==> src/hdl/ecf_pkg.sv <==
// Echo / reverb comb filter: shared constants, types and helper functions.
// Used by every module of the block but the RAM and the checker; depends on nothing.

package ecf_pkg;

   // Storage and field sizes
   localparam int DELAY_DEPTH    = 32768;
   localparam int SAMPLE_BITS    = 32;
   localparam int ADDR_BITS      = $clog2(DELAY_DEPTH);
   localparam int DLY_BITS       = ADDR_BITS + 1;
   localparam int CFG_DELAY_BITS = 16;
   localparam int GAIN_BITS      = 16;
   localparam int GAIN_FRAC      = 15;
   localparam int SEEN_BITS      = 16;
   localparam int PROD_BITS      = SAMPLE_BITS + GAIN_BITS - GAIN_FRAC;
   localparam int SUM_BITS       = PROD_BITS + 1;

   // Result queue: one entry for every request the pipeline can hold
   localparam int RSP_DEPTH      = 4;
   localparam int RSP_PTR_BITS   = $clog2(RSP_DEPTH);
   localparam int CREDIT_BITS    = $clog2(RSP_DEPTH + 1);

   // Register port
   localparam int CSR_ADDR_BITS  = 4;
   localparam int CSR_DATA_BITS  = 32;

   localparam logic [CFG_DELAY_BITS-1:0] DELAY_RESET = CFG_DELAY_BITS'(24000);
   localparam logic [GAIN_BITS-1:0]      GAIN_RESET  = GAIN_BITS'(16384);
   localparam logic [SEEN_BITS-1:0]      SEEN_MAX    = '1;

   typedef enum logic [1:0] {
      REG_MODE  = 2'd0,
      REG_DELAY = 2'd1,
      REG_GAIN  = 2'd2
   } csr_index_type;

   typedef enum logic {
      MODE_ECHO   = 1'b0,
      MODE_REVERB = 1'b1
   } mode_type;

   typedef struct packed {
      mode_type                  mode;
      logic [CFG_DELAY_BITS-1:0] delay;
      logic [GAIN_BITS-1:0]      gain;
   } cfg_type;

   typedef struct packed {
      logic                   last;
      logic [SAMPLE_BITS-1:0] sample;
   } rsp_type;

   // Delay actually used: zero acts as one, anything past the line depth is clipped
   function automatic logic [DLY_BITS-1:0] eff_delay(input logic [CFG_DELAY_BITS-1:0] dly);
      int unsigned v;
      v = 32'(dly);
      if (v == 0) v = 1;
      if (v > DELAY_DEPTH) v = DELAY_DEPTH;
      return DLY_BITS'(v);
   endfunction

endpackage

==> src/hdl/ecf_csr.sv <==
// Register block: mode, delay and gain behind the APB-style port.
// Depends on ecf_pkg.

module ecf_csr
   import ecf_pkg::*;
(
   input  logic                     clock,
   input  logic                     reset,
   input  logic                     csr_psel,
   input  logic                     csr_penable,
   input  logic                     csr_pwrite,
   input  logic [CSR_ADDR_BITS-1:0] csr_paddr,
   input  logic [CSR_DATA_BITS-1:0] csr_pwdata,
   output logic [CSR_DATA_BITS-1:0] csr_prdata,
   output logic                     csr_pready,
   output cfg_type                  cfg
);

   cfg_type       cfg_ff;
   cfg_type       cfg_in;
   csr_index_type idx;
   logic          wr_strobe;

   assign idx       = csr_index_type'(csr_paddr[3:2]);
   assign wr_strobe = csr_psel && csr_penable && csr_pwrite;

   // Register writes
   always_comb begin
      cfg_in = cfg_ff;
      if (wr_strobe) begin
         case (idx)
            REG_MODE:  cfg_in.mode  = mode_type'(csr_pwdata[0]);
            REG_DELAY: cfg_in.delay = csr_pwdata[CFG_DELAY_BITS-1:0];
            REG_GAIN:  cfg_in.gain  = csr_pwdata[GAIN_BITS-1:0];
            default:   cfg_in = cfg_ff;
         endcase
      end
   end

   always_ff @(posedge clock) begin
      if (reset) begin
         cfg_ff.mode  <= MODE_ECHO;
         cfg_ff.delay <= DELAY_RESET;
         cfg_ff.gain  <= GAIN_RESET;
      end else begin
         cfg_ff <= cfg_in;
      end
   end

   // Read-back
   always_comb begin
      case (idx)
         REG_MODE:  csr_prdata = CSR_DATA_BITS'(cfg_ff.mode);
         REG_DELAY: csr_prdata = CSR_DATA_BITS'(cfg_ff.delay);
         REG_GAIN:  csr_prdata = CSR_DATA_BITS'(cfg_ff.gain);
         default:   csr_prdata = '0;
      endcase
   end

   assign csr_pready = 1'b1;
   assign cfg        = cfg_ff;

endmodule

==> config.mk <==
export PLATFORM = sky130hd
export DESIGN_NAME = ecf_csr
export DESIGN_NICKNAME = d
export VERILOG_FILES = /design/src/hdl/ecf_pkg.sv /design/src/hdl/ecf_csr.sv
export SDC_FILE = /design/constraint.sdc
export NUM_CORES = 1
export LEC_CHECK = 0
export BUFFER_PORTS_ARGS = -buffer_cell sky130_fd_sc_hd__buf_4
export CORE_MARGIN = 2
export CORE_UTILIZATION = 46
export DETAILED_ROUTE_END_ITERATION = 10
export GPL_TIMING_DRIVEN = 0
export PLACE_DENSITY = 0.92
export SLEW_MARGIN = 20
export SYNTH_ARGS = -nofsm -noshare
export SYNTH_HDL_FRONTEND = slang
export SYNTH_SLANG_ARGS = --single-unit
==> constraint.sdc <==
create_clock -name clock -period 3.45 [get_ports clock]
set_clock_uncertainty 0.2 [all_clocks]
set_input_delay 0.8625 -clock clock [delete_from_list [all_inputs] [get_ports clock]]
set_output_delay 0.8625 -clock clock [all_outputs]
set_load 0.1 [all_outputs]
==> metrics.csv <==
metric,value,unit
drive_above_1_share,0.387,
antenna_found_initial,0,
routedWlPerCell,13.5,um
largest_reg_flops,33,
post_cts_buffers,0,
cts_max_level,2,
synthTopCellsByArea,"dfxtp_1 (38%), mux2i_1 (19%), nand2b_1 (13%), buf_4 (9.0%), a22o_1 (7.5%)",
fin_tns_setup,0,ns
setup_slack,0.286,ns
dp_hpwl,3260,um
cellPowerDensity,378,mW/mm^2
crit_type,in -> out,
crit_chain,buf_4 -> nor2b_1 -> clkbuf_2 -> buf_2 -> a22o_1 -> buf_4,
gp_congestion,0.740,
track_usage,0.208,
final-setup-viol-count,0,
pin_count,107,
ctsHoldBuffers,0,
synth_compound_area_frac,0.0779,
drc_errors,0,
diodes,0,
nets,311,
routed-via-count,1514,
yosys.area_share.simple,0.226,
post-place-ws,0.319,ns
grt-ovfl-total,0,
synthTopCellsByCount,"nand2b_1 (36), mux2i_1 (34), dfxtp_1 (33), buf_4 (21)",
cts_tree,built,
synth-xor-area-share,0,
grt_max_degree,11,
cts_buffer_depth,2,
io_buffers,70,
worstPathRequired,2.39,ns
wl,4320,um
via_per_inst,4.75,
yosysTopAreaCell,dfxtp_1,
drt_iter0_markers,42,
grt_pass1_wl,6800,um
netlist_area,0.00175,mm^2
synth_top_cell_area_share,0.377,
period_minus_slack,3.16,ns
die_w,65.7,um
setup.worst_path.end_class,primary output,
max_stage_delay,0.29,ns
postSynth.asyncResetShare,0,
synth_cell_types,22,
dr.pass1.iters,4,
path_max_fanout,10,
status,"finished, final reports clean",
cts.sinks,33,
slew_violations,0,
seq_area_frac_synth,0.377,
start_util,0.478,
total_power,936,uW
rsz0062_at_grt,false,
ant_nets,0,
synth_top_family_by_area,simple AND/OR/NAND/NOR gates,
synth_cells,178,
vdd_ir_drop_max,0.212,mV
cts-root-buf,clkbuf_8,
synth_fa_ha_area_frac,0,
fin_crit_sh,0.917,
postCtsResizedCells,0,
yosysMostFrequentCell,nand2b_1,
clk_pin_slew,0.06,ns
core-area,0.00366,mm^2
hp-class,reg -> reg,
dieArea,0.00432,mm^2
synth_warnings,0,
grt_pass1_vias,1460,
area_growth,41.4,%
drv_cap,0,
worstSetupStartpointType,input pin,
numCtsBuffers,5,
placed_area,0.00240,mm^2
final_area,0.00248,mm^2
leakage,1.17,nW
place_inst,311,
slowest_stage,buf_2,
die_y,65.7,um
synth_mux_area_frac,0.194,
ys_ff_latch,33,
fmaxAchievable,0.316,GHz
synth-edff-count,0,
synth_flop_cell,dfxtp_1,
cp.arrival,2.10,ns
crit_top_cell,buf_4,
hold_viol,0,
avgSynthCellArea,9.84,um^2
finalNonFillerCells,319,
num_rows,22,
clock_latency,0.28,ns
[cell usage in the layout (no fill, tap or decap), drive strengths merged]
master and count:
dfxtp 33, nand4 2, a22o 15, nor3 1, nand2b 36, conb 17
o21ai 1, clkbuf 12, nand2 1, buf 95, or2b 4, nand3 1
nor3b 2, mux2i 34, nor2 15, nor2b 2
[stage by stage]
step                      utilization  hold WS (ns)
final                           0.677         0.293
after global routing            0.677         0.305
after CTS                       0.677         0.293
after detailed placement        0.655         0.282
after global placement          0.655         0.276
after floorplan                     -         0.725
[cell families after synthesis]
family,after synthesis
AND/OR/NAND/NOR,64
multiplexers,34
flip-flops,33
buffers and inverters,29
AO/OA/AOI/OAI,16
other,2
[worst paths after layout]
check             slack, ns         start             end  cells past startpoint
hold reg to reg        0.29       cfg[12]         cfg[12]                      2
setup reg to reg       2.48       cfg[20]         cfg[20]                      2
setup / recovery       0.29  csr_paddr[3]  csr_prdata[13]                      6
hold / removal         0.29       cfg[12]         cfg[12]                      2
[routing by layer]
| layer | vias to the layer above | routed length [um] | track usage |
|---|---|---|---|
| li1 | 746 | - | - |
| met1 | 712 | 1870 | 0.248 |
| met2 | 50 | 2130 | 0.364 |
| met3 | 6 | 260 | 0.0377 |
| met4 | 0 | 59 | 0.0885 |
| met5 | - | 0 | 0 |
[where the power goes]
part | total (mW) | switching (mW) | internal [mW]
sequential | 0.390 | 0.00409 | 0.386
clock | 0.271 | 0.128 | 0.143
combinational | 0.275 | 0.206 | 0.0691
[cell type report]
cell class | instances | area [um^2]
clock buffers | 8 | 80.1
repair buffers | 70 | 526
plain buffers | 29 | 210
flip-flops and latches | 33 | 661
well taps | 48 | 60.1
fillers | 308 | 1180
multi-input cells | 131 | 941
[critical path: cells and delay by family]
| family | cells | cell delay [ns] |
|---|---|---|
| and+or+nand+nor | 1 | 0.10 |
| AOI/OAI and AO/OA | 1 | 0.21 |
| buffers and inverters | 4 | 0.91 |
(Power assumes the default switching activity.)
