**config.mk**
```make
export PLATFORM = sky130hd
export DESIGN_NAME = ecf_rsp_fifo
export DESIGN_NICKNAME = d
export VERILOG_FILES = /design/src/hdl/ecf_pkg.sv /design/src/hdl/ecf_rsp_fifo.sv
export SDC_FILE = /design/constraint.sdc
export NUM_CORES = 1
export LEC_CHECK = 0
export CAP_MARGIN = 10
export CELL_PAD_IN_SITES_DETAIL_PLACEMENT = 1
export CELL_PAD_IN_SITES_GLOBAL_PLACEMENT = 1
export CORE_ASPECT_RATIO = 0.6
export CORE_MARGIN = 4
export CORE_UTILIZATION = 49
export CTS_CLUSTER_SIZE = 8
export DETAILED_ROUTE_END_ITERATION = 6
export DONT_BUFFER_PORTS = 1
export MAX_ROUTING_LAYER = met4
export PLACE_DENSITY = 0.71
export SLEW_MARGIN = 20
export SYNTH_ARGS = -nofsm -noshare
export SYNTH_HDL_FRONTEND = slang
export SYNTH_SLANG_ARGS = --single-unit
```
**constraint.sdc**
```tcl
create_clock -name clock -period 1.8 [get_ports clock]
set_input_delay 0.36 -clock clock [delete_from_list [all_inputs] [get_ports clock]]
set_output_delay 0.36 -clock clock [all_outputs]
set_load 0.01 [all_outputs]
```
**src/hdl/ecf_pkg.sv**
```systemverilog
// Echo / reverb comb filter: shared constants, types and helper functions.
// Used by every module of the block but the RAM and the checker; depends on nothing.

package ecf_pkg;

   // Storage and field sizes
   localparam int DELAY_DEPTH    = 32768;
   localparam int SAMPLE_BITS    = 32;
   localparam int ADDR_BITS      = $clog2(DELAY_DEPTH);
   localparam int DLY_BITS       = ADDR_BITS + 1;
   localparam int CFG_DELAY_BITS = 16;
   localparam int GAIN_BITS      = 16;
   localparam int GAIN_FRAC      = 15;
   localparam int SEEN_BITS      = 16;
   localparam int PROD_BITS      = SAMPLE_BITS + GAIN_BITS - GAIN_FRAC;
   localparam int SUM_BITS       = PROD_BITS + 1;

   // Result queue: one entry for every request the pipeline can hold
   localparam int RSP_DEPTH      = 4;
   localparam int RSP_PTR_BITS   = $clog2(RSP_DEPTH);
   localparam int CREDIT_BITS    = $clog2(RSP_DEPTH + 1);

   // Register port
   localparam int CSR_ADDR_BITS  = 4;
   localparam int CSR_DATA_BITS  = 32;

   localparam logic [CFG_DELAY_BITS-1:0] DELAY_RESET = CFG_DELAY_BITS'(24000);
   localparam logic [GAIN_BITS-1:0]      GAIN_RESET  = GAIN_BITS'(16384);
   localparam logic [SEEN_BITS-1:0]      SEEN_MAX    = '1;

   typedef enum logic [1:0] {
      REG_MODE  = 2'd0,
      REG_DELAY = 2'd1,
      REG_GAIN  = 2'd2
   } csr_index_type;

   typedef enum logic {
      MODE_ECHO   = 1'b0,
      MODE_REVERB = 1'b1
   } mode_type;

   typedef struct packed {
      mode_type                  mode;
      logic [CFG_DELAY_BITS-1:0] delay;
      logic [GAIN_BITS-1:0]      gain;
   } cfg_type;

   typedef struct packed {
      logic                   last;
      logic [SAMPLE_BITS-1:0] sample;
   } rsp_type;

   // Delay actually used: zero acts as one, anything past the line depth is clipped
   function automatic logic [DLY_BITS-1:0] eff_delay(input logic [CFG_DELAY_BITS-1:0] dly);
      int unsigned v;
      v = 32'(dly);
      if (v == 0) v = 1;
      if (v > DELAY_DEPTH) v = DELAY_DEPTH;
      return DLY_BITS'(v);
   endfunction

endpackage

```
**src/hdl/ecf_rsp_fifo.sv**
```systemverilog
// Small result queue between the filter pipeline and the output channel.
// Depends on ecf_pkg.

module ecf_rsp_fifo
   import ecf_pkg::*;
(
   input  logic    clock,
   input  logic    reset,
   input  logic    push,
   input  rsp_type push_rsp,
   input  logic    pop,
   output logic    not_empty,
   output rsp_type head_rsp
);

   rsp_type                 entry_ff [RSP_DEPTH];
   logic [RSP_PTR_BITS-1:0] wptr_ff, wptr_in;
   logic [RSP_PTR_BITS-1:0] rptr_ff, rptr_in;
   logic [CREDIT_BITS-1:0]  count_ff, count_in;

   // Pointer and fill bookkeeping
   always_comb begin
      wptr_in  = push ? wptr_ff + 1'b1 : wptr_ff;
      rptr_in  = pop  ? rptr_ff + 1'b1 : rptr_ff;
      count_in = count_ff;
      if (push && !pop)      count_in = count_ff + 1'b1;
      else if (!push && pop) count_in = count_ff - 1'b1;
   end

   always_ff @(posedge clock) begin
      if (reset) begin
         wptr_ff  <= '0;
         rptr_ff  <= '0;
         count_ff <= '0;
      end else begin
         wptr_ff  <= wptr_in;
         rptr_ff  <= rptr_in;
         count_ff <= count_in;
      end
   end

   always_ff @(posedge clock) begin
      if (push) begin
         entry_ff[wptr_ff] <= push_rsp;
      end
   end

   assign not_empty = (count_ff != '0);
   assign head_rsp  = entry_ff[rptr_ff];

endmodule

```
==> impl_results.rst, run 1 <==
.. list-table::
   :header-rows: 1

   * - Metric
     - Value
   * - Post-place instance area
     - 5390 sq um
   * - Width of the chip
     - 141 um
   * - Buffers added on ports
     - 0
   * - Vertical die dimension
     - 88.0 um
   * - Post-route ant nets
     - 0
   * - Ranking of synthesized cells by area
     - edfxtp_1 76%, mux4_2 13%, dfxtp_1 3.4%
   * - Worst clock skew on the final layout
     - 0.00547 ns
   * - Maximum number of pins on one net before global-route repair
     - 34
   * - Number of standard cells in the final layout excluding fillers
     - 384
   * - Number of top-level pins
     - 71
   * - Arrival time of the worst setup path
     - 1.55 ns
   * - Least-Margin Pin Slew
     - 0.888 ns
   * - Total setup violations reported at the end of the flow
     - 33
   * - Syn Area/Cell
     - 24.2 sq um
   * - Placement row count
     - 28
   * - Last element of the critical path
     - head_rsp[31]
   * - Total chip power
     - 7.64 mW
   * - Post-DR wirelength/cell
     - 24.1 um
   * - Sequential-to-total area share from yosys stat
     - 79.2%
   * - Post-synth design cell area
     - 5230 sq um
   * - Relative area change from synthesis to final layout
     - 14.7%
   * - Core region area
     - 10100 sq um
   * - Crit path setup slack, layout
     - -0.113 ns
   * - Starting density of the core
     - 51.7%
   * - Shortest period the worst path allows
     - 1.91 ns
   * - Reg2Reg Depth
     - 3
   * - Ratio of cells with drive above 1 in the final layout
     - 31.3%
   * - Clock Sink Count
     - 141
   * - Number of cells after detailed placement
     - 350
   * - Critical R2R Capture
     - entry_ff[1][12]$_DFFE_PP_
   * - Number of register bits inferred by synthesis
     - 141
   * - Root Buffer Master
     - clkbuf_16
   * - Post-layout instance area
     - 6000 sq um
   * - Achievable Freq
     - 523 MHz
   * - Clock slew at the register clock pins of the worst setup and hold paths
     - 0.06 ns
   * - Fin. Hold Viols
     - 0
   * - Vias in the first global route
     - 2402
   * - HPWL reported at the end of detailed placement
     - 5.94 mm
   * - Slew Limit Headroom
     - 40.8%
   * - Maximum Capacitance Violations
     - 0
   * - Antenna diodes
     - 0
   * - Library cells used by synthesis
     - 20
   * - Cell area power density
     - 1270 nW/um^2
   * - Via/cell ratio
     - 5.52
   * - Data required time of the critical path
     - 1.44 ns
   * - Number of CTS-inserted buffers
     - 17
   * - Antenna violations before repair
     - 0
   * - Total track usage
     - 16.9%
   * - Total congestion overflow after global routing
     - 0
   * - Crit share post-route
     - 106%
   * - Fill count
     - 826
   * - # nets final
     - 279
   * - Critical Path Start Type
     - flop
   * - RD Place Congestion
     - 0.666
   * - Die footprint
     - 12400 sq um
   * - R2R setup slack
     - 0.11 ns
   * - Post-CTS Repair Setup Buffers
     - 0
   * - Critical-path maximum fanout
     - 11
   * - Post-synthesis net count
     - 259
   * - RR Startpoint
     - wptr_ff[1]$_SDFFE_PP0P_
   * - Clk Latency, worst-skew pair
     - 0.41 ns
   * - Run status
     - finished, violations left
   * - Sum of routed wire length over all layers
     - 9.26 mm
   * - Sort of element at the end of the critical path
     - output pin
   * - Max-slew violation count
     - 0
   * - Violations in the final reports
     - negative setup slack
   * - Proportion of netlist area held by the largest area contributor
     - 75.8%
   * - Total vias in the final route
     - 2121
   * - Detailed-router iteration count before antenna repair
     - 4
   * - First-iteration detailed-routing DRC count
     - 91
   * - DRC
     - 0
   * - Unrepaired setup endpoints after global routing
     - yes
   * - Worst min path class
     - primary input to flop
   * - Worst setup path category
     - flop to output pin
   * - Post-synth top area cell
     - edfxtp_1
   * - Ys Warns
     - 0
   * - TritonCTS clock tree
     - done
   * - IR drop worst, VDD
     - 1.07 mV
   * - Wire length of the first global-routing pass
     - 14.2 mm
   * - Synthesized instance count
     - 216
   * - Cell leakage power
     - 1.92 nW
   * - Longest Clk Path Bufs
     - 2
   * - H-tree levels
     - 4
==> cell type report <==
class / count / area [sq um] / area share, %
clock buffer: 17 / 425 / 7.09
clock inverter: 15 / 140 / 2.34
inverter: 4 / 15.0 / 0.250
multi-input combinational: 62 / 975 / 16.2
sequential: 141 / 4150 / 69.2
tap: 135 / 169 / 2.81
timing repair buffer: 10 / 125 / 2.09
==> cells in the mapped netlist <==
library cell,n
inv_1,4
buf_12,3
buf_2,3
nor2_1,7
o21ai_0,1
mux4_2,30
nand2_1,1
xnor2_1,2
a21oi_1,1
ha_1,5
or3_1,2
clkbuf_1,2
edfxtp_1,132
mux4_1,3
dfxtp_1,9
mux2i_1,2
fa_1,1
and2_1,4
xor2_1,3
buf_6,1
==> worst min path at each step <==
stage,slack (ns),start,cells after the start,to
2_1_floorplan,0.45,count_ff[2]$_SDFFE_PP0P_,2,count_ff[2]$_SDFFE_PP0P_
3_3_place_gp,0.43,reset,1,count_ff[2]$_SDFFE_PP0P_
3_5_place_dp,0.43,reset,1,count_ff[2]$_SDFFE_PP0P_
4_1_cts,0.0008,reset,1,count_ff[1]$_SDFFE_PP0P_
5_1_grt,0.006,reset,1,flop
6_report,0.03,reset,1,flop
==> registers in the layout, summed over array words and instances (netlist names), named ones only <==
signal	cells
count_ff	3
entry_ff	132
rptr_ff	2
wptr_ff	2
==> cell usage in the layout, fill, tap and decap left out, types with 4 or more instances in the layout <==
cell type	n
nor2_1	7
clkinvlp_4	6
inv_6	4
dfxtp_1	7
mux4_2	33
inv_1	4
ha_1	5
edfxtp_1	132
clkbuf_16	17
==> through the flow <==
step           util [%]  worst slack (ns)  hold WS, ns  TNS [ns]
2_1_floorplan         -            0.0528        0.453         0
3_3_place_gp       53.2             0.107        0.432         0
3_5_place_dp       53.2            0.0630        0.433         0
4_1_cts            59.1            -0.143     0.000795     -4.11
5_1_grt            59.3            -0.187      0.00595     -5.10
6_report           59.3            -0.113       0.0261     -2.79
==> power by group <==
group	switching (mW)	total [mW]	internal [mW]	leakage, nW
clock	1.34	3.25	1.91	0.257
combinational	0.310	0.564	0.254	0.371
sequential	0.0630	3.83	3.76	1.29
total	1.71	7.64	5.93	1.92
==> cells by family after synthesis <==
group / Yosys count / share of synthesized area [%]
AOI/OAI and AO/OA: 2 / 0.191
xor gates and xnor gates: 5 / 0.837
adders and majority gates: 6 / 1.58
buffers and inverters: 13 / 2.08
DFF: 141 / 79.2
muxes: 35 / 14.8
and+or+nand+nor: 14 / 1.29
==> what timing repair did <==
action / CTS / global route
gates resized for setup: 13 / 2
cloned: 0 / 0
endpoints found under the hold margin: 5 / 1
hold buffers: 1 / 1
setup endpoints to repair: 33 / 87
==> critical path, cell delays in order (launching register included) <==
cell and delay (ns):
dfxtp_4 0.40, buf_12 0.17, mux4_2 0.58
==> metal layers <==
metal / track usage [%] / part of all wire, % / vias to the layer above
met5: - / 0 / -
li1: - / - / 934
met2: 24.6 / 47 / 72
met3: 8.78 / 11 / 4
met1: 20.0 / 41 / 1111
met4: 7.06 / 0.41 / 0
Power figures use the tool's default switching activity.
==> run 2, diff against run 1 <==
--- a/config.mk
+++ b/config.mk
@@ -8,9 +8,10 @@
 export CAP_MARGIN = 10
 export CELL_PAD_IN_SITES_DETAIL_PLACEMENT = 1
 export CELL_PAD_IN_SITES_GLOBAL_PLACEMENT = 1
-export CORE_ASPECT_RATIO = 0.6
+export CORE_ASPECT_RATIO = 0.9
 export CORE_MARGIN = 4
 export CORE_UTILIZATION = 49
+export CTS_CLUSTER_DIAMETER = 100
 export CTS_CLUSTER_SIZE = 8
 export DETAILED_ROUTE_END_ITERATION = 6
 export DONT_BUFFER_PORTS = 1
==> impl_results.rst, run 2 (synthesized netlist as in run 1, its figures left out) <==
.. list-table::
   :header-rows: 1

   * - Metric
     - Value
   * - Sum of routed wire length over all layers
     - 8.79 mm (was 9.26 mm)
   * - Achievable Freq
     - 516 MHz (was 523 MHz)
   * - Cell area power density
     - 1230 nW/um^2 (was 1270 nW/um^2)
   * - Number of cells after detailed placement
     - 342 (was 350)
   * - Pre-CTS setup slack
     - 0.0699 ns (was 0.0630 ns)
   * - Total vias in the final route
     - 2119 (was 2121)
   * - Switching share of power
     - 21.8% (was 22.4%)
   * - First-iteration detailed-routing DRC count
     - 114 (was 91)
   * - Post-layout instance area
     - 5990 sq um (was 6000 sq um)
   * - Via/cell ratio
     - 5.58 (was 5.52)
   * - Starting density of the core
     - 50.6% (was 51.7%)
   * - Internal
     - 5.78 mW (was 5.93 mW)
   * - RR Startpoint
     - wptr_ff[1]$_SDFFE_PP0P_ (unchanged)
   * - Placement row count
     - 35 (was 28)
   * - Clock Sink Count
     - 141 (unchanged)
   * - Data required time of the critical path
     - 1.44 ns (about the same)
   * - Max-slew violation count
     - 0 (unchanged)
   * - Worst clock skew on the final layout
     - 0.00779 ns (was 0.00547 ns)
   * - Sort of element at the end of the critical path
     - output pin (unchanged)
   * - Relative area change from synthesis to final layout
     - 14.5% (was 14.7%)
   * - HPWL reported at the end of detailed placement
     - 5.10 mm (was 5.94 mm)
   * - Total chip power
     - 7.38 mW (was 7.64 mW)
   * - Number of CTS-inserted buffers
     - 17 (unchanged)
   * - Leading cell type in the layout, fill and taps excluded
     - edfxtp_1 (unchanged)
   * - Flip-flop count of the largest register, all copies and words added
     - 132 (unchanged)
   * - Clk Latency, worst-skew pair
     - 0.40 ns (was 0.41 ns)
   * - Critical R2R Capture
     - entry_ff[2][15]$_DFFE_PP_ (was entry_ff[1][12]$_DFFE_PP_)
   * - Post-DR wirelength/cell
     - 23.1 um (was 24.1 um)
   * - Ratio of cells with drive above 1 in the final layout
     - 29.5% (was 31.3%)
   * - Core region area
     - 10300 sq um (was 10100 sq um)
   * - Top Registers
     - entry_ff (132), count_ff (3) (unchanged)
   * - Shortest period the worst path allows
     - 1.94 ns (was 1.91 ns)
   * - TritonCTS clock tree
     - done (unchanged)
   * - DRC
     - 0 (unchanged)
   * - Post-route ant nets
     - 0 (unchanged)
   * - Worst min path class
     - primary input to flop (unchanged)
   * - Maximum Capacitance Violations
     - 0 (unchanged)
   * - Wire length of the first global-routing pass
     - 13.8 mm (was 14.2 mm)
   * - Cell leakage power
     - 1.92 nW (about the same)
   * - Vertical die dimension
     - 106 um (was 88.0 um)
   * - R2R setup slack
     - 0.14 ns (was 0.11 ns)
   * - Largest register by flop count
     - entry_ff (unchanged)
   * - # nets final
     - 281 (was 279)
   * - Least-Margin Pin Slew
     - 0.889 ns (was 0.888 ns)
   * - Fin. Hold Viols
     - 0 (unchanged)
   * - Worst setup path category
     - flop to output pin (unchanged)
   * - Longest Clk Path Bufs
     - 2 (unchanged)
   * - Part of the total power dissipated in the clock network
     - 40.4% (was 42.5%)
   * - Maximum number of pins on one net before global-route repair
     - 34 (unchanged)
   * - Buffers added on ports
     - 0 (unchanged)
   * - Reg2Reg Depth
     - 2 (was 3)
   * - Unrepaired setup endpoints after global routing
     - yes (unchanged)
   * - IR drop worst, VDD
     - 0.993 mV (was 1.07 mV)
   * - Antenna diodes
     - 0 (unchanged)
   * - Post-place instance area
     - 5410 sq um (was 5390 sq um)
   * - Total setup violations reported at the end of the flow
     - 33 (unchanged)
   * - H-tree levels
     - 4 (unchanged)
   * - Number of top-level pins
     - 71 (unchanged)
   * - Commonest cells after routing, fill and taps aside
     - 132 x edfxtp_1, 33 x mux4_2, 17 x clkbuf_16, 7 x nor2_1, 7 x dfxtp_1 (unchanged)
   * - Total Neg Setup Slack
     - -3.61 ns (was -2.79 ns)
   * - Clock slew at the register clock pins of the worst setup and hold paths
     - 0.05 ns (was 0.06 ns)
   * - Arrival time of the worst setup path
     - 1.58 ns (was 1.55 ns)
   * - Violations in the final reports
     - negative setup slack (unchanged)
   * - Slew Limit Headroom
     - 40.7% (was 40.8%)
   * - Critical Path Start Type
     - flop (unchanged)
   * - Die footprint
     - 12400 sq um (about the same)
   * - Detailed-router iteration count before antenna repair
     - 4 (unchanged)
   * - Fill count
     - 849 (was 826)
   * - Crit share post-route
     - 108% (was 106%)
   * - Number of standard cells in the final layout excluding fillers
     - 380 (was 384)
   * - Total congestion overflow after global routing
     - 0 (unchanged)
   * - Combinational cell fraction of total power
     - 7.9% (was 7.4%)
   * - Critical-path maximum fanout
     - 13 (was 11)
   * - Antenna violations before repair
     - 0 (unchanged)
   * - Vias in the first global route
     - 2388 (was 2402)
   * - Instance count along the most critical hold path
     - 1 (unchanged)
   * - Worst min-delay path startpoint
     - reset (unchanged)
   * - RD Place Congestion
     - 0.681 (was 0.666)
   * - Run status
     - finished, violations left (unchanged)
   * - Total track usage
     - 16.3% (was 16.9%)
   * - Width of the chip
     - 117 um (was 141 um)
   * - Root Buffer Master
     - clkbuf_16 (unchanged)
   * - Crit path setup slack, layout
     - -0.139 ns (was -0.113 ns)
   * - Reported net switching power
     - 1.61 mW (was 1.71 mW)
   * - Sequential group share of total power
     - 51.7% (was 50.1%)
-- run 2: changes by cell type in the layout (fill, tap and decap cells not counted), sizes merged --
| cell | previous run | this run |
|---|---|---|
| buf | 8 | 9 |
| bufinv | 1 | 0 |
| clkbuf | 17 | 20 |
| clkinv | 4 | 7 |
| clkinvlp | 6 | 4 |
| dlygate4sd3 | 2 | 3 |
| inv | 8 | 5 |
-- run 2: how the worst max path moves through the flow --
| stage | start | endpoint | slack, ns | cells after the start |
|---|---|---|---|---|
| 2_1_floorplan | wptr_ff[0]$_SDFFE_PP0P_ | entry_ff[2][0]$_DFFE_PP_ | 0.05 | 3 |
| 3_3_place_gp | wptr_ff[0]$_SDFFE_PP0P_ | entry_ff[2][25]$_DFFE_PP_ | 0.13 | 3 |
| 3_5_place_dp | wptr_ff[1]$_SDFFE_PP0P_ | entry_ff[0][23]$_DFFE_PP_ | 0.07 | 3 |
| 4_1_cts | flop | head_rsp[7] | -0.19 | 2 |
| 5_1_grt | flop | head_rsp[10] | -0.22 | 2 |
| 6_report | flop | head_rsp[9] | -0.14 | 2 |
-- run 2: layout make-up --
class                           instances  area, sq um  share of cell area, %
Multi-Input combinational cell         62          973                   16.3
Inverter                                4         15.0                  0.251
Sequential cell                       141         4150                   69.3
Tap cell                              129          161                   2.69
Clock inverter                         12         73.8                   1.23
Clock buffer                           20          437                   7.29
Timing Repair Buffer                   12          180                   3.01
-- run 2: what timing repair did --
item / 4_1_cts / 5_1_grt
setup endpoints to repair: 33 / 66
hold buffers: 1 / 2
resized for setup: 5 / 1
hold endpoints to repair: 1 / 5
gates cloned: 1 / 0
buffers inserted: 2 / 0
-- run 2: power groups by stage --
stage	clock network (mW)	registers (mW)	logic (mW)
6_report	2.98	3.82	0.581
5_1_grt	3.26	3.83	0.634
4_1_cts	3.06	3.82	0.598
3_5_place_dp	0	3.89	0.570
3_3_place_gp	0	3.87	0.561
2_1_floorplan	0	3.86	0.462
-- run 2: layer usage --
layer,track usage [%],vias up,routed length [um]
li1,-,936,-
met1,19.7,1102,3540
met2,24.0,73,4430
met3,7.34,8,693
met4,6.39,0,119
met5,-,-,0
-- run 2: worst max-delay path: stages, from the launching register on --
cell	delay, ns
dfxtp_4	0.42
buf_12	0.18
mux4_2	0.57
-- run 2: metrics by stage --
step                      utilization [%]  hold slack, ns
final                                58.0          0.0430
after global routing                 58.0          0.0109
after CTS                            57.7        0.000138
after detailed placement             52.4           0.436
after global placement               52.4           0.431
after floorplan                         -           0.453
==> run 3, diff against run 2 <==
--- a/config.mk
+++ b/config.mk
@@ -10,13 +10,13 @@
 export CELL_PAD_IN_SITES_GLOBAL_PLACEMENT = 1
 export CORE_ASPECT_RATIO = 0.9
 export CORE_MARGIN = 4
-export CORE_UTILIZATION = 49
+export CORE_UTILIZATION = 55
 export CTS_CLUSTER_DIAMETER = 100
 export CTS_CLUSTER_SIZE = 8
 export DETAILED_ROUTE_END_ITERATION = 6
 export DONT_BUFFER_PORTS = 1
 export MAX_ROUTING_LAYER = met4
-export PLACE_DENSITY = 0.71
+export PLACE_DENSITY = 0.75
 export SLEW_MARGIN = 20
 export SYNTH_ARGS = -nofsm -noshare
 export SYNTH_HDL_FRONTEND = slang
==> constraint.sdc (replaced) <==
create_clock -name clock -period 1.9 [get_ports clock]
set_input_delay 0.38 -clock clock [delete_from_list [all_inputs] [get_ports clock]]
set_output_delay 0.38 -clock clock [all_outputs]
set_load 0.01 [all_outputs]
==> impl_results.rst, run 3 (synthesized netlist as in run 1, its figures left out) <==
.. list-table::
   :header-rows: 1

   * - Metric
     - Value
   * - Ratio of cells with drive above 1 in the final layout
     - 26.9% (was 29.5%)
   * - Critical R2R Capture
     - entry_ff[2][10]$_DFFE_PP_ (was entry_ff[2][15]$_DFFE_PP_)
   * - Total congestion overflow after global routing
     - 0 (unchanged)
   * - Total vias in the final route
     - 2270 (was 2119)
   * - Crit path setup slack, layout
     - -0.156 ns (was -0.139 ns)
   * - Flip-flop count of the largest register, all copies and words added
     - 132 (unchanged)
   * - H-tree levels
     - 4 (unchanged)
   * - DRC
     - 0 (unchanged)
   * - Relative area change from synthesis to final layout
     - 20.8% (was 14.5%)
   * - Placement row count
     - 33 (was 35)
   * - Core region area
     - 9210 sq um (was 10300 sq um)
   * - Worst setup path category
     - flop to output pin (unchanged)
   * - Root Buffer Master
     - clkbuf_8 (was clkbuf_16)
   * - Pre-CTS setup slack
     - 0.155 ns (was 0.0699 ns)
   * - Clock Sink Count
     - 141 (unchanged)
   * - Reg2Reg Depth
     - 3 (was 2)
   * - Cell leakage power
     - 2.06 nW (was 1.92 nW)
   * - Run status
     - finished, violations left (unchanged)
   * - RR Startpoint
     - wptr_ff[0]$_SDFFE_PP0P_ (was wptr_ff[1]$_SDFFE_PP0P_)
   * - Data required time of the critical path
     - 1.52 ns (was 1.44 ns)
   * - Critical-path maximum fanout
     - 7 (was 13)
   * - Number of top-level pins
     - 71 (unchanged)
   * - Shortest period the worst path allows
     - 2.06 ns
   * - TritonCTS clock tree
     - done (unchanged)
   * - Fin. Hold Viols
     - 0 (unchanged)
   * - Post-CTS Repair Setup Buffers
     - 0 (was 2)
   * - Sort of element at the end of the critical path
     - output pin (unchanged)
   * - Antenna diodes
     - 0 (unchanged)
   * - Commonest cells after routing, fill and taps aside
     - 132 x edfxtp_1, 34 x dlygate4sd3_1, 33 x mux4_2, 17 x clkbuf_16 (was 132 x edfxtp_1, 33 x mux4_2, 17 x clkbuf_16, 7 x nor2_1, 7 x dfxtp_1)
   * - Longest Clk Path Bufs
     - 2 (unchanged)
   * - Via/cell ratio
     - 5.66 (was 5.58)
   * - Starting density of the core
     - 56.8% (was 50.6%)
   * - Cell area power density
     - 1160 nW/um^2 (was 1230 nW/um^2)
   * - Clk Latency, worst-skew pair
     - 0.51 ns (was 0.40 ns)
   * - Clock slew at the register clock pins of the worst setup and hold paths
     - 0.06 ns (was 0.05 ns)
   * - Vertical die dimension
     - 101 um (was 106 um)
   * - Worst min-delay path startpoint
     - push (was reset)
   * - Instance count along the most critical hold path
     - 2 (was 1)
   * - Die footprint
     - 11100 sq um (was 12400 sq um)
   * - Max-slew violation count
     - 0 (unchanged)
   * - Worst min path class
     - primary input to flop (unchanged)
   * - IR drop worst, VDD
     - 0.764 mV (was 0.993 mV)
   * - # nets final
     - 309 (was 281)
   * - Post-DR wirelength/cell
     - 24.1 um (was 23.1 um)
   * - Number of CTS-inserted buffers
     - 17 (unchanged)
   * - Achievable Freq
     - 486 MHz
   * - Largest register by flop count
     - entry_ff (unchanged)
   * - Leading cell type in the layout, fill and taps excluded
     - edfxtp_1 (unchanged)
   * - Worst hold endpoint
     - wptr_ff[1]$_SDFFE_PP0P_
   * - Arrival time of the worst setup path
     - 1.68 ns (was 1.58 ns)
   * - Critical Path Start Type
     - flop (unchanged)
   * - First-iteration detailed-routing DRC count
     - 155 (was 114)
   * - RD Place Congestion
     - 0.692 (was 0.681)
   * - R2R setup slack
     - 0.21 ns (was 0.14 ns)
   * - Buffers added on ports
     - 0 (unchanged)
   * - Total track usage
     - 19.5% (was 16.3%)
   * - Crit share post-route
     - 108%
   * - Slew Limit Headroom
     - 41.6% (was 40.7%)
   * - Top Registers
     - entry_ff (132), count_ff (3) (unchanged)
   * - Maximum number of pins on one net before global-route repair
     - 34 (unchanged)
   * - Width of the chip
     - 111 um (was 117 um)
   * - Wire length of the first global-routing pass
     - 15.0 mm (was 13.8 mm)
   * - Worst clock skew on the final layout
     - 0.00448 ns (was 0.00779 ns)
   * - Violations in the final reports
     - negative setup slack (unchanged)
   * - Total Neg Setup Slack
     - -4.60 ns (was -3.61 ns)
   * - Maximum Capacitance Violations
     - 0 (unchanged)
   * - Sum of routed wire length over all layers
     - 9.66 mm (was 8.79 mm)
   * - Detailed-router iteration count before antenna repair
     - 5 (was 4)
   * - Unrepaired setup endpoints after global routing
     - yes (unchanged)
   * - Antenna violations before repair
     - 0 (unchanged)
   * - HPWL reported at the end of detailed placement
     - 5.60 mm (was 5.10 mm)
   * - Vias in the first global route
     - 2519 (was 2388)
   * - Total setup violations reported at the end of the flow
     - 33 (unchanged)
   * - Post-route ant nets
     - 0 (unchanged)
   * - Least-Margin Pin Slew
     - 0.877 ns (was 0.889 ns)
[run 3: stage by stage]
stage,cell area (sq um),cells,utilization (%),power (mW),hold slack [ns]
floorplan,5230,216,-,4.10,0.453
global placement,5370,333,58.3,4.17,0.450
detailed placement,5370,333,58.3,4.21,0.457
CTS,6290,400,68.3,7.40,0.0141
global route,6320,401,68.6,7.64,0.0224
finish,6320,401,68.6,7.34,0.0390
[run 3: where the power goes]
group,total [mW],leakage (nW),switching [mW],internal (mW)
sequential,3.63,1.29,0.0665,3.57
clock,3.08,0.273,1.22,1.87
combinational,0.624,0.503,0.333,0.291
[run 3: final cells by class]
type / instances / area [sq um]
flip-flops and latches: 141 / 4150
fillers: 688 / 2890
multi-input cells: 62 / 972
repair buffers: 40 / 464
clock buffers: 18 / 418
well taps: 122 / 153
clock inverters: 14 / 146
inverters: 4 / 15.0
[run 3: worst max-delay path by stage]
stage / startpoint / endpoint / slack, ns / cells past startpoint
global route: flop / head_rsp[5] / -0.23 / 2
CTS: flop / head_rsp[24] / -0.21 / 2
floorplan: wptr_ff[0]$_SDFFE_PP0P_ / entry_ff[2][0]$_DFFE_PP_ / 0.15 / 3
detailed placement: wptr_ff[0]$_SDFFE_PP0P_ / entry_ff[2][19]$_DFFE_PP_ / 0.16 / 3
finish: flop / head_rsp[29] / -0.16 / 2
global placement: pop / count_ff[2]$_SDFFE_PP0P_ / 0.25 / 7
[run 3: worst max-delay path, stage by stage (launching register included)]
cell	delay, ns
dfxtp_4	0.42
clkbuf_16	0.19
mux4_2	0.55
[run 3: per-layer routing]
metal  wire length (um)  track usage, %
met1               4070            23.2
met2               4970            32.0
met3                541            6.96
met4                 80            5.40
met5                  0               -
[run 3: timing repair]
item	4_1_cts	5_1_grt
hold buffers	34	0
hold endpoints to repair	141	0
resized for setup	5	2
setup endpoints to repair	33	33
gates cloned	1	1
